## src/dwpid_pkg.sv

```systemverilog
// Package for the dual wheel PID controller with coupling.
// Holds payload structs, controller states, command and status types, constants and a 32-bit saturation function.
// No dependencies.
`timescale 1ns / 1ps
`default_nettype none
package dwpid_pkg;

    localparam int unsigned SpeedMaxDefault   = 255;
    localparam int unsigned ErrorLimitDefault = 4096;

    localparam logic [46:0] Max47 = 47'h7FFF_FFFF_FFFF;

    localparam logic [2:0] RegGainP      = 3'd0;
    localparam logic [2:0] RegGainI      = 3'd1;
    localparam logic [2:0] RegGainD      = 3'd2;
    localparam logic [2:0] RegCoupleP    = 3'd3;
    localparam logic [2:0] RegCoupleI    = 3'd4;
    localparam logic [2:0] RegCoupleD    = 3'd5;
    localparam logic [2:0] RegWheelLimit = 3'd6;
    localparam logic [2:0] RegCoupleLim  = 3'd7;

    localparam logic OpTick  = 1'b0;
    localparam logic OpClear = 1'b1;

    typedef struct packed {
        logic               op;
        logic signed [31:0] target_left;
        logic signed [31:0] target_right;
        logic signed [31:0] measured_left;
        logic signed [31:0] measured_right;
    } in_item_t;

    typedef struct packed {
        logic signed [31:0] command_left;
        logic signed [31:0] command_right;
        logic [7:0]         duty_left;
        logic [7:0]         duty_right;
        logic               reverse_left;
        logic               reverse_right;
        logic               error_fault;
    } out_item_t;

    typedef enum logic [1:0] {
        LOOP_COUPLE = 2'd0,
        LOOP_LEFT   = 2'd1,
        LOOP_RIGHT  = 2'd2
    } loop_sel_t;

    typedef enum logic [1:0] {
        TERM_P = 2'd0,
        TERM_I = 2'd1,
        TERM_D = 2'd2
    } term_sel_t;

    typedef enum logic [3:0] {
        ST_IDLE,
        ST_RAW,
        ST_SETUP,
        ST_MUL,
        ST_ACC,
        ST_FINISH,
        ST_CORR,
        ST_OUT,
        ST_HOLD
    } state_t;

    typedef struct packed {
        logic      load;
        logic      clear;
        logic      raw;
        logic      setup;
        logic      mul;
        logic      acc;
        logic      finish;
        logic      corr;
        logic      out;
        loop_sel_t loop_sel;
        term_sel_t term_sel;
    } cmd_t;

    typedef struct packed {
        logic is_clear;
    } status_t;

    function automatic logic signed [31:0] sat32(input logic signed [35:0] v);
        logic signed [31:0] r;
        if (v > 36'sh0_7FFF_FFFF) begin
            r = 32'sh7FFF_FFFF;
        end else if (v < -36'sh0_8000_0000) begin
            r = 32'sh8000_0000;
        end else begin
            r = v[31:0];
        end
        return r;
    endfunction

endpackage
`default_nettype wire

```

## src/dwpid_ctrl.sv

```systemverilog
// Controller of the dual wheel PID: sequences three PID passes over the shared multiplier.
// Depends on dwpid_pkg; drives dwpid_datapath through a command struct.
`timescale 1ns / 1ps
`default_nettype none
module dwpid_ctrl (
    input  wire                aclk,
    input  wire                aresetn,
    input  wire                in_valid,
    output logic               in_ready,
    output logic               out_valid,
    input  wire                out_ready,
    input  dwpid_pkg::status_t status,
    output dwpid_pkg::cmd_t    cmd
);

    dwpid_pkg::state_t    state_reg, state_next;
    dwpid_pkg::loop_sel_t loop_reg, loop_next;
    dwpid_pkg::term_sel_t term_reg, term_next;
    logic                 valid_reg, valid_next;

    always_ff @(posedge aclk) begin
        if (!aresetn) begin
            state_reg <= dwpid_pkg::ST_IDLE;
            loop_reg  <= dwpid_pkg::LOOP_COUPLE;
            term_reg  <= dwpid_pkg::TERM_P;
            valid_reg <= 1'b0;
        end else begin
            state_reg <= state_next;
            loop_reg  <= loop_next;
            term_reg  <= term_next;
            valid_reg <= valid_next;
        end
    end

    always_comb begin
        state_next = state_reg;
        loop_next  = loop_reg;
        term_next  = term_reg;
        valid_next = valid_reg;
        cmd        = '0;
        cmd.loop_sel = loop_reg;
        cmd.term_sel = term_reg;
        in_ready   = 1'b0;
        if (valid_reg && out_ready) begin
            valid_next = 1'b0;
        end
        case (state_reg)
            dwpid_pkg::ST_IDLE: begin
                in_ready = 1'b1;
                if (in_valid) begin
                    cmd.load   = 1'b1;
                    state_next = dwpid_pkg::ST_RAW;
                end
            end
            dwpid_pkg::ST_RAW: begin
                if (status.is_clear) begin
                    cmd.clear  = 1'b1;
                    state_next = dwpid_pkg::ST_OUT;
                end else begin
                    cmd.raw    = 1'b1;
                    loop_next  = dwpid_pkg::LOOP_COUPLE;
                    state_next = dwpid_pkg::ST_SETUP;
                end
            end
            dwpid_pkg::ST_SETUP: begin
                cmd.setup  = 1'b1;
                term_next  = dwpid_pkg::TERM_P;
                state_next = dwpid_pkg::ST_MUL;
            end
            dwpid_pkg::ST_MUL: begin
                cmd.mul    = 1'b1;
                state_next = dwpid_pkg::ST_ACC;
            end
            dwpid_pkg::ST_ACC: begin
                cmd.acc = 1'b1;
                if (term_reg == dwpid_pkg::TERM_D) begin
                    state_next = dwpid_pkg::ST_HOLD;
                end else begin
                    term_next  = (term_reg == dwpid_pkg::TERM_P) ? dwpid_pkg::TERM_I
                                                                  : dwpid_pkg::TERM_D;
                    state_next = dwpid_pkg::ST_MUL;
                end
            end
            dwpid_pkg::ST_HOLD: begin
                state_next = dwpid_pkg::ST_FINISH;
            end
            dwpid_pkg::ST_FINISH: begin
                cmd.finish = 1'b1;
                case (loop_reg)
                    dwpid_pkg::LOOP_COUPLE: state_next = dwpid_pkg::ST_CORR;
                    dwpid_pkg::LOOP_LEFT: begin
                        loop_next  = dwpid_pkg::LOOP_RIGHT;
                        state_next = dwpid_pkg::ST_SETUP;
                    end
                    default: state_next = dwpid_pkg::ST_OUT;
                endcase
            end
            dwpid_pkg::ST_CORR: begin
                cmd.corr   = 1'b1;
                loop_next  = dwpid_pkg::LOOP_LEFT;
                state_next = dwpid_pkg::ST_SETUP;
            end
            dwpid_pkg::ST_OUT: begin
                if (!valid_reg || out_ready) begin
                    cmd.out    = 1'b1;
                    valid_next = 1'b1;
                    state_next = dwpid_pkg::ST_IDLE;
                end
            end
            default: state_next = dwpid_pkg::ST_IDLE;
        endcase
    end

    assign out_valid = valid_reg;

endmodule
`default_nettype wire
```

## config.mk

```make
export PLATFORM = sky130hd
export DESIGN_NAME = dwpid_ctrl
export DESIGN_NICKNAME = d
export VERILOG_FILES = /design/src/dwpid_pkg.sv /design/src/dwpid_ctrl.sv
export SDC_FILE = /design/constraint.sdc
export NUM_CORES = 1
export LEC_CHECK = 0
export BUFFER_PORTS_ARGS = -buffer_cell sky130_fd_sc_hd__buf_2
export CORE_MARGIN = 5
export CORE_UTILIZATION = 40
export DETAILED_ROUTE_END_ITERATION = 8
export GPL_ROUTABILITY_DRIVEN = 0
export MAX_ROUTING_LAYER = met4
export PLACE_DENSITY = 0.76
export REMOVE_ABC_BUFFERS = 1
export SETUP_SLACK_MARGIN = 0.4
export SLEW_MARGIN = 20
export SYNTH_ARGS = -nofsm -noshare
export SYNTH_HDL_FRONTEND = slang
export SYNTH_SLANG_ARGS = --single-unit
```

## constraint.sdc

```tcl
create_clock -name aclk -period 3.2 [get_ports aclk]
set_clock_uncertainty 0.2 [all_clocks]
set_input_delay 0.64 -clock aclk [delete_from_list [all_inputs] [get_ports aclk]]
set_output_delay 0.64 -clock aclk [all_outputs]
set_load 0.005 [all_outputs]
```

==> out/metrics.yaml, run 1 <==
critPathSlowestCell: "sky130_fd_sc_hd__dfxtp_1"
final_cells: 112
timing.critical_path.arrival_ps: 1470
timing.final.crit_share_pct: 72.2
leakagePower_nw: 0.302
post-route-min-period_ps: 2310
post_synth_inst_count: 81
synth_cell_types: 31
ys.warnings.count: 0
post-synth-top-area-fraction_pct: 29.9
htreeDepth: 1
drc: 0
timing.max_slew.rel_slack_pct: 64.4
drtPass1Iterations: 4
synth_area_sq_um: 602
global_route.overflow_total: 0
antenna_found_initial: 0
number_of_post_cts_setup_repair_buffers: 0
pin_count: 20
initial_core_utilization_pct: 40.9
detail_route.wl_per_cell_um: 12.7
cts_resized: 0
core_rows: 14
fp.dieW_um: 48.8
cts_inserted_buffers: 3
run_status: "finished clean"
dpl.cell_count: 108
drv.max_cap_violation_count: 0
worst-setup-path-type: "reg -> out"
hpwl_um: 1040
worstSkewPairLatency_ps: 260
grt_usage_pct: 12.5
worstPathCellList: "or2_1 -> nor3_1 -> buf_2"
timing.critical_path.fanout_max: 14
largest_register_ff_count: 4
ir_drop_mv: 0.232
final-max-slew-violation-count: 0
vias_per_cell: 5.51
initialDrtViolationCount: 18
end_kind: "output pin"
post_synth_main_area_contributors: "sky130_fd_sc_hd__dfxtp_1 (30%), sky130_fd_sc_hd__nor2_1 (6.9%), sky130_fd_sc_hd__a21oi_1 (5.0%), sky130_fd_sc_hd__nand2b_1 (4.2%), sky130_fd_sc_hd__nand2_1 (3.7%)"
hold_buffers: 0
grt_start_max_net_pins: 19
floorplan.die_area_sq_um: 2380
slowest_delay_ps: 440
drtAntennaViolNets: 0
synth_largest_area_cell: "sky130_fd_sc_hd__dfxtp_1"
cp_data_required_time_ps: 2360
post_route_cells_drive_above_1_share_pct: 24.0
detailroute.via_count: 617
path_delay_family: "simple AND/OR/NAND/NOR gates"
timing.hold.worst.class: "reg -> reg"
grt_first_pass_wirelength_um: 2370
clkSinkCount: 9
final-hold-violation-count: 0
yosysSeqAreaShare_pct: 29.9
setup_tns_ps: 0
report.final.setup_viol: 0
clock_slew_at_reported_path_ffs_ps: 60
hold_slack_ps: 320
actual_slew_at_the_worst_max_slew_pin_ps: 534
cellPowerDensity_nw_per_um2: 477
cts_root_buf: "sky130_fd_sc_hd__clkbuf_4"
area_growth_from_synthesis_to_layout_pct: 15.8
synth.avg_cell_area_sq_um: 7.43
rsz0062_at_grt: "no"
core_area_sq_um: 1470
timing.critical_path.from_type: "flop"
grt_pass1_vias: 565
buffer_ports.inserted: 19
power.total_mw: 0.333
clock_path_buffers: 2
cts_tree: "yes"
critPathBufInv: 1
nets: 102
insertedDiodeCount: 0
dieHeight_um: 48.8
ys_ff_latch: 9
fmaxAchievable_mhz: 433
route.final.wire_length_um: 1420
## tightest hold or removal path, cell delays in order, from the launching register on
cell,delay [ps]
sky130_fd_sc_hd__dfxtp_1,310
sky130_fd_sc_hd__nand2b_1,100
sky130_fd_sc_hd__a21oi_1,70
## layout by cell type, fill, tap and decap left out
cell                         n
sky130_fd_sc_hd__or4_1       1
sky130_fd_sc_hd__o21ai_1     3
sky130_fd_sc_hd__clkbuf_1    1
sky130_fd_sc_hd__clkbuf_4    3
sky130_fd_sc_hd__nor4_1      2
sky130_fd_sc_hd__nor2b_1     2
sky130_fd_sc_hd__nor2_1     11
sky130_fd_sc_hd__nor4b_1     1
sky130_fd_sc_hd__o21ai_0     2
sky130_fd_sc_hd__buf_2      19
sky130_fd_sc_hd__a2111oi_0   1
sky130_fd_sc_hd__a21oi_1     6
sky130_fd_sc_hd__and4bb_1    1
sky130_fd_sc_hd__and3_1      1
sky130_fd_sc_hd__nand2b_1    4
sky130_fd_sc_hd__nand4b_1    2
sky130_fd_sc_hd__a31oi_1     3
sky130_fd_sc_hd__inv_1       5
sky130_fd_sc_hd__or3b_1      1
sky130_fd_sc_hd__dfxtp_1     9
sky130_fd_sc_hd__nand2_1     6
sky130_fd_sc_hd__a221o_1     1
sky130_fd_sc_hd__a21boi_0    1
sky130_fd_sc_hd__o22ai_2     1
sky130_fd_sc_hd__mux2_1      1
sky130_fd_sc_hd__a211oi_1    2
sky130_fd_sc_hd__o21a_1      2
sky130_fd_sc_hd__nand4bb_1   1
sky130_fd_sc_hd__or2_1       1
sky130_fd_sc_hd__nor3_1      2
## power by group
group	switching [mW]	leakage [nW]	total, mW	internal, mW
clock	0.0417	0.0150	0.0899	0.0482
sequential	0.0311	0.0733	0.154	0.123
combinational	0.0445	0.214	0.0887	0.0442
total	0.117	0.302	0.333	0.215
## worst paths after layout
check                from          end  slack [ps]  cells past startpoint
max          state_reg[0]     in_ready         890                      3
min             out_valid    out_valid         320                      2
max reg2reg  state_reg[2]  term_reg[0]        1310                      4
min reg2reg     out_valid    out_valid         320                      2
## per-layer routing
layer,wire length (um),track usage [%],vias up
li1,-,-,318
met1,634,14.2,275
met2,672,20.0,22
met3,108,5.50,2
met4,5,3.14,0
met5,0,-,-
## kinds of logic after synthesis
family	synth area share (%)
compound gates	23.7
simple gates	33.7
buf+inv	10.8
flops	29.9
mux	1.87
## per-stage QoR
| step | area (sq um) | setup slack (ps) | util (%) |
|---|---|---|---|
| finish | 697 | 889 | 47.4 |
| global placement | 671 | 1210 | 45.6 |
| global route | 697 | 700 | 47.4 |
| floorplan | 556 | 1390 | - |
| detailed placement | 671 | 1180 | 45.6 |
| CTS | 697 | 886 | 47.4 |
## area by class of cell
class	count	area, sq um
Fill cell	175	774
Multi-Input combinational cell	59	357
Sequential cell	9	180
Timing Repair Buffer	19	95.1
Clock buffer	4	26.3
Tap cell	16	20.0
Inverter	5	18.8
## Yosys cell counts
master                       n
sky130_fd_sc_hd__nor3_1      2
sky130_fd_sc_hd__o21ai_1     3
sky130_fd_sc_hd__nor4_1      2
sky130_fd_sc_hd__o21ai_0     2
sky130_fd_sc_hd__nand2_1     6
sky130_fd_sc_hd__a221o_1     1
sky130_fd_sc_hd__and3_1      1
sky130_fd_sc_hd__or3b_1      1
sky130_fd_sc_hd__or2_1       1
sky130_fd_sc_hd__dfxtp_1     9
sky130_fd_sc_hd__a21oi_1     6
sky130_fd_sc_hd__buf_4       1
sky130_fd_sc_hd__nand2b_1    4
sky130_fd_sc_hd__a211oi_1    2
sky130_fd_sc_hd__o21a_1      2
sky130_fd_sc_hd__nand4bb_1   1
sky130_fd_sc_hd__inv_1       5
sky130_fd_sc_hd__o22ai_2     1
sky130_fd_sc_hd__nor4b_1     1
sky130_fd_sc_hd__or4_1       1
sky130_fd_sc_hd__buf_6       1
sky130_fd_sc_hd__nand4b_1    2
sky130_fd_sc_hd__nor2_1     11
sky130_fd_sc_hd__a2111oi_0   1
sky130_fd_sc_hd__mux2_1      1
sky130_fd_sc_hd__a21boi_0    1
sky130_fd_sc_hd__a31oi_1     3
sky130_fd_sc_hd__and4bb_1    1
sky130_fd_sc_hd__clkbuf_1    2
sky130_fd_sc_hd__nor2b_1     2
sky130_fd_sc_hd__buf_2       4
No activity file was read; power rests on OpenSTA's default activity.
==> run 2, diff against run 1 <==
==> constraint.sdc (replaced) <==
create_clock -name aclk -period 2.32 [get_ports aclk]
set_clock_uncertainty 0.2 [all_clocks]
set_input_delay 0.464 -clock aclk [delete_from_list [all_inputs] [get_ports aclk]]
set_output_delay 0.464 -clock aclk [all_outputs]
set_load 0.005 [all_outputs]
==> run 2 against run 1 <==
First-iteration DRC count decreased by 5.6%. Worst hold slack got worse by 48 ps. Largest cell class unchanged. Critical path depth unchanged. Largest power group unchanged. Critical endpoint unchanged.
==> out/metrics.yaml, run 2 (synthesis results as in run 1) <==
run_status: "finished clean"
timing.hold.worst.class: "in -> reg"
power_frac_seq_pct: 41.5  # -4.8 points
grt_start_max_net_pins: 19  # unchanged
route.final.wire_length_um: 1630  # +14%
cts_root_buf: "sky130_fd_sc_hd__clkbuf_4"
clkPwrFrac_pct: 24.8  # -2.2 points
detailroute.via_count: 666  # +7.9%
crit-reg2reg-launch: "state_reg[0]"
path_delay_family: "simple AND/OR/NAND/NOR gates"
detail_route.wl_per_cell_um: 13.9  # +9.5%
cp_num_cells: 3  # unchanged
core_area_sq_um: 1470  # unchanged
power.internal_mw: 0.330  # +53%
r2r.worst_path.cells: 5  # +1
antenna_found_initial: 0  # unchanged
rsz0062_at_grt: "yes"
final-hold-violation-count: 0  # unchanged
htreeDepth: 1  # unchanged
critPathBufInv: 1  # unchanged
fmaxAchievable_mhz: 525
drtPass1Iterations: 4  # unchanged
floorplan.die_area_sq_um: 2380  # unchanged
pin_count: 20  # unchanged
most_common_library_cell_in_the_layout_ignoring_fill_and_taps: "sky130_fd_sc_hd__buf_2"
initialDrtViolationCount: 17  # -1
clock_slew_at_reported_path_ffs_ps: 70  # about the same
fp.dieW_um: 48.8  # unchanged
final-max-slew-violation-count: 0  # unchanged
leakagePower_nw: 0.340  # +13%
cts_inserted_buffers: 3  # unchanged
timing.critical_path.fanout_max: 6  # -8
hold_buffers: 0  # unchanged
power.switching_mw: 0.194  # +66%
cts_tree: "yes"
post-route-min-period_ps: 1900
crit_end: "in_ready"
slowest_delay_ps: 370  # -70 ps
r2r_end: "term_reg[0]"
place_worst_setup_slack_ps: 450  # -731 ps
hpwl_um: 1070  # +2.8%
cp_data_required_time_ps: 1660  # -700 ps
area_growth_from_synthesis_to_layout_pct: 32.4
clock_path_buffers: 2  # unchanged
end_kind: "output pin"
ir_drop_mv: 0.411  # +77%
setup_tns_ps: 0  # unchanged
crit_path_start: "state_reg[0]"
initial_core_utilization_pct: 40.9  # unchanged
grt_first_pass_wirelength_um: 2570  # +8.5%
p_comb_share_pct: 33.8  # +7.1 points
grt_usage_pct: 13.9  # +1.4 points
drv.max_cap_violation_count: 0  # unchanged
mostFrequentLayoutCells: "sky130_fd_sc_hd__buf_2 (19), sky130_fd_sc_hd__nor2_1 (11), sky130_fd_sc_hd__nand2_1 (6), sky130_fd_sc_hd__a21oi_1 (6)"
clkSinkCount: 9  # unchanged
global_route.overflow_total: 0  # unchanged
worstPathCellList: "or2_4 -> nor3_4 -> buf_2"
filler_cell_count_in_the_final_layout: 155  # -11%
final.setup.worst_slack_ps: 417  # -473 ps
post_route_cells_drive_above_1_share_pct: 37.6  # +14 points
actual_slew_at_the_worst_max_slew_pin_ps: 370  # -164 ps
cellPowerDensity_nw_per_um2: 658  # +38%
timing.max_slew.rel_slack_pct: 74.7  # +10 points
insertedDiodeCount: 0  # unchanged
grt_pass1_vias: 561  # -0.71%
finish.utilization_pct: 54.2  # +6.8 points
r2r_setup_slack_ps: 570  # -740 ps
timing.final.crit_share_pct: 82.0
worst-setup-path-type: "reg -> out"
core_rows: 14  # unchanged
vias_per_cell: 5.69  # +3.3%
buffer_ports.inserted: 19  # unchanged
drtAntennaViolNets: 0  # unchanged
timing.critical_path.arrival_ps: 1240  # -230 ps
p_sw_share_pct: 37.1  # +1.8 points
worstSkewPairLatency_ps: 270  # about the same
dieHeight_um: 48.8  # unchanged
critPathSlowestCell: "sky130_fd_sc_hd__dfxtp_4"
timing.critical_path.from_type: "flop"
report.final.setup_viol: 0  # unchanged
largest_register_ff_count: 4  # unchanged
drc: 0  # unchanged
nets: 107  # +4.9%
run 2: cell types whose count changed in the layout (fill, tap and decap cells not counted), sizes merged:
cell	before	now
buf	19	24
run 2: final cells by class:
cell class	instances	area, sq um	share of cell area (%)
Clock buffer	4	26.3	3.30
Inverter	5	18.8	2.35
Multi-Input combinational cell	59	404	50.7
Sequential cell	9	195	24.5
Tap cell	16	20.0	2.51
Timing Repair Buffer	24	133	16.6
run 2: worst min path at each step:
stage / start / to / cells after the start
2_1_floorplan: out_valid / out_valid / 2
3_3_place_gp: out_valid / out_valid / 2
3_5_place_dp: out_valid / out_valid / 2
4_1_cts: aresetn / term_reg[0] / 2
5_1_grt: aresetn / term_reg[0] / 2
6_report: aresetn / state_reg[0] / 3
run 2: metrics by stage:
step	cell area (sq um)	instances	hold slack, ps	power, mW
after detailed placement	671	108	319	0.340
after floorplan	556	73	303	0.286
after global placement	671	108	306	0.335
after global routing	797	117	275	0.562
after CTS	748	115	265	0.499
final	797	117	272	0.525
run 2: metal layers:
layer / vias to the layer above / global-route usage (%) / routed length [um]
met5: - / - / 0
met4: 0 / 8.52 / 37
met3: 4 / 3.98 / 94
met2: 24 / 19.3 / 792
met1: 313 / 17.4 / 701
li1: 325 / - / -
run 2: power groups by stage:
stage	combinational [mW]	sequential [mW]	clock, mW
2_1_floorplan	0.0815	0.205	0
3_3_place_gp	0.122	0.214	0
3_5_place_dp	0.125	0.215	0
4_1_cts	0.158	0.207	0.134
5_1_grt	0.197	0.223	0.142
6_report	0.177	0.217	0.130
run 2: timing repair:
item	CTS	global route
setup endpoints to repair	10	9
resized for setup	10	6
setup buffers	3	2
run 2: tightest hold or removal path, cell delays in order:
cell	delay [ps]
sky130_fd_sc_hd__buf_2	130
sky130_fd_sc_hd__nand2_1	50
sky130_fd_sc_hd__o21ai_1	60
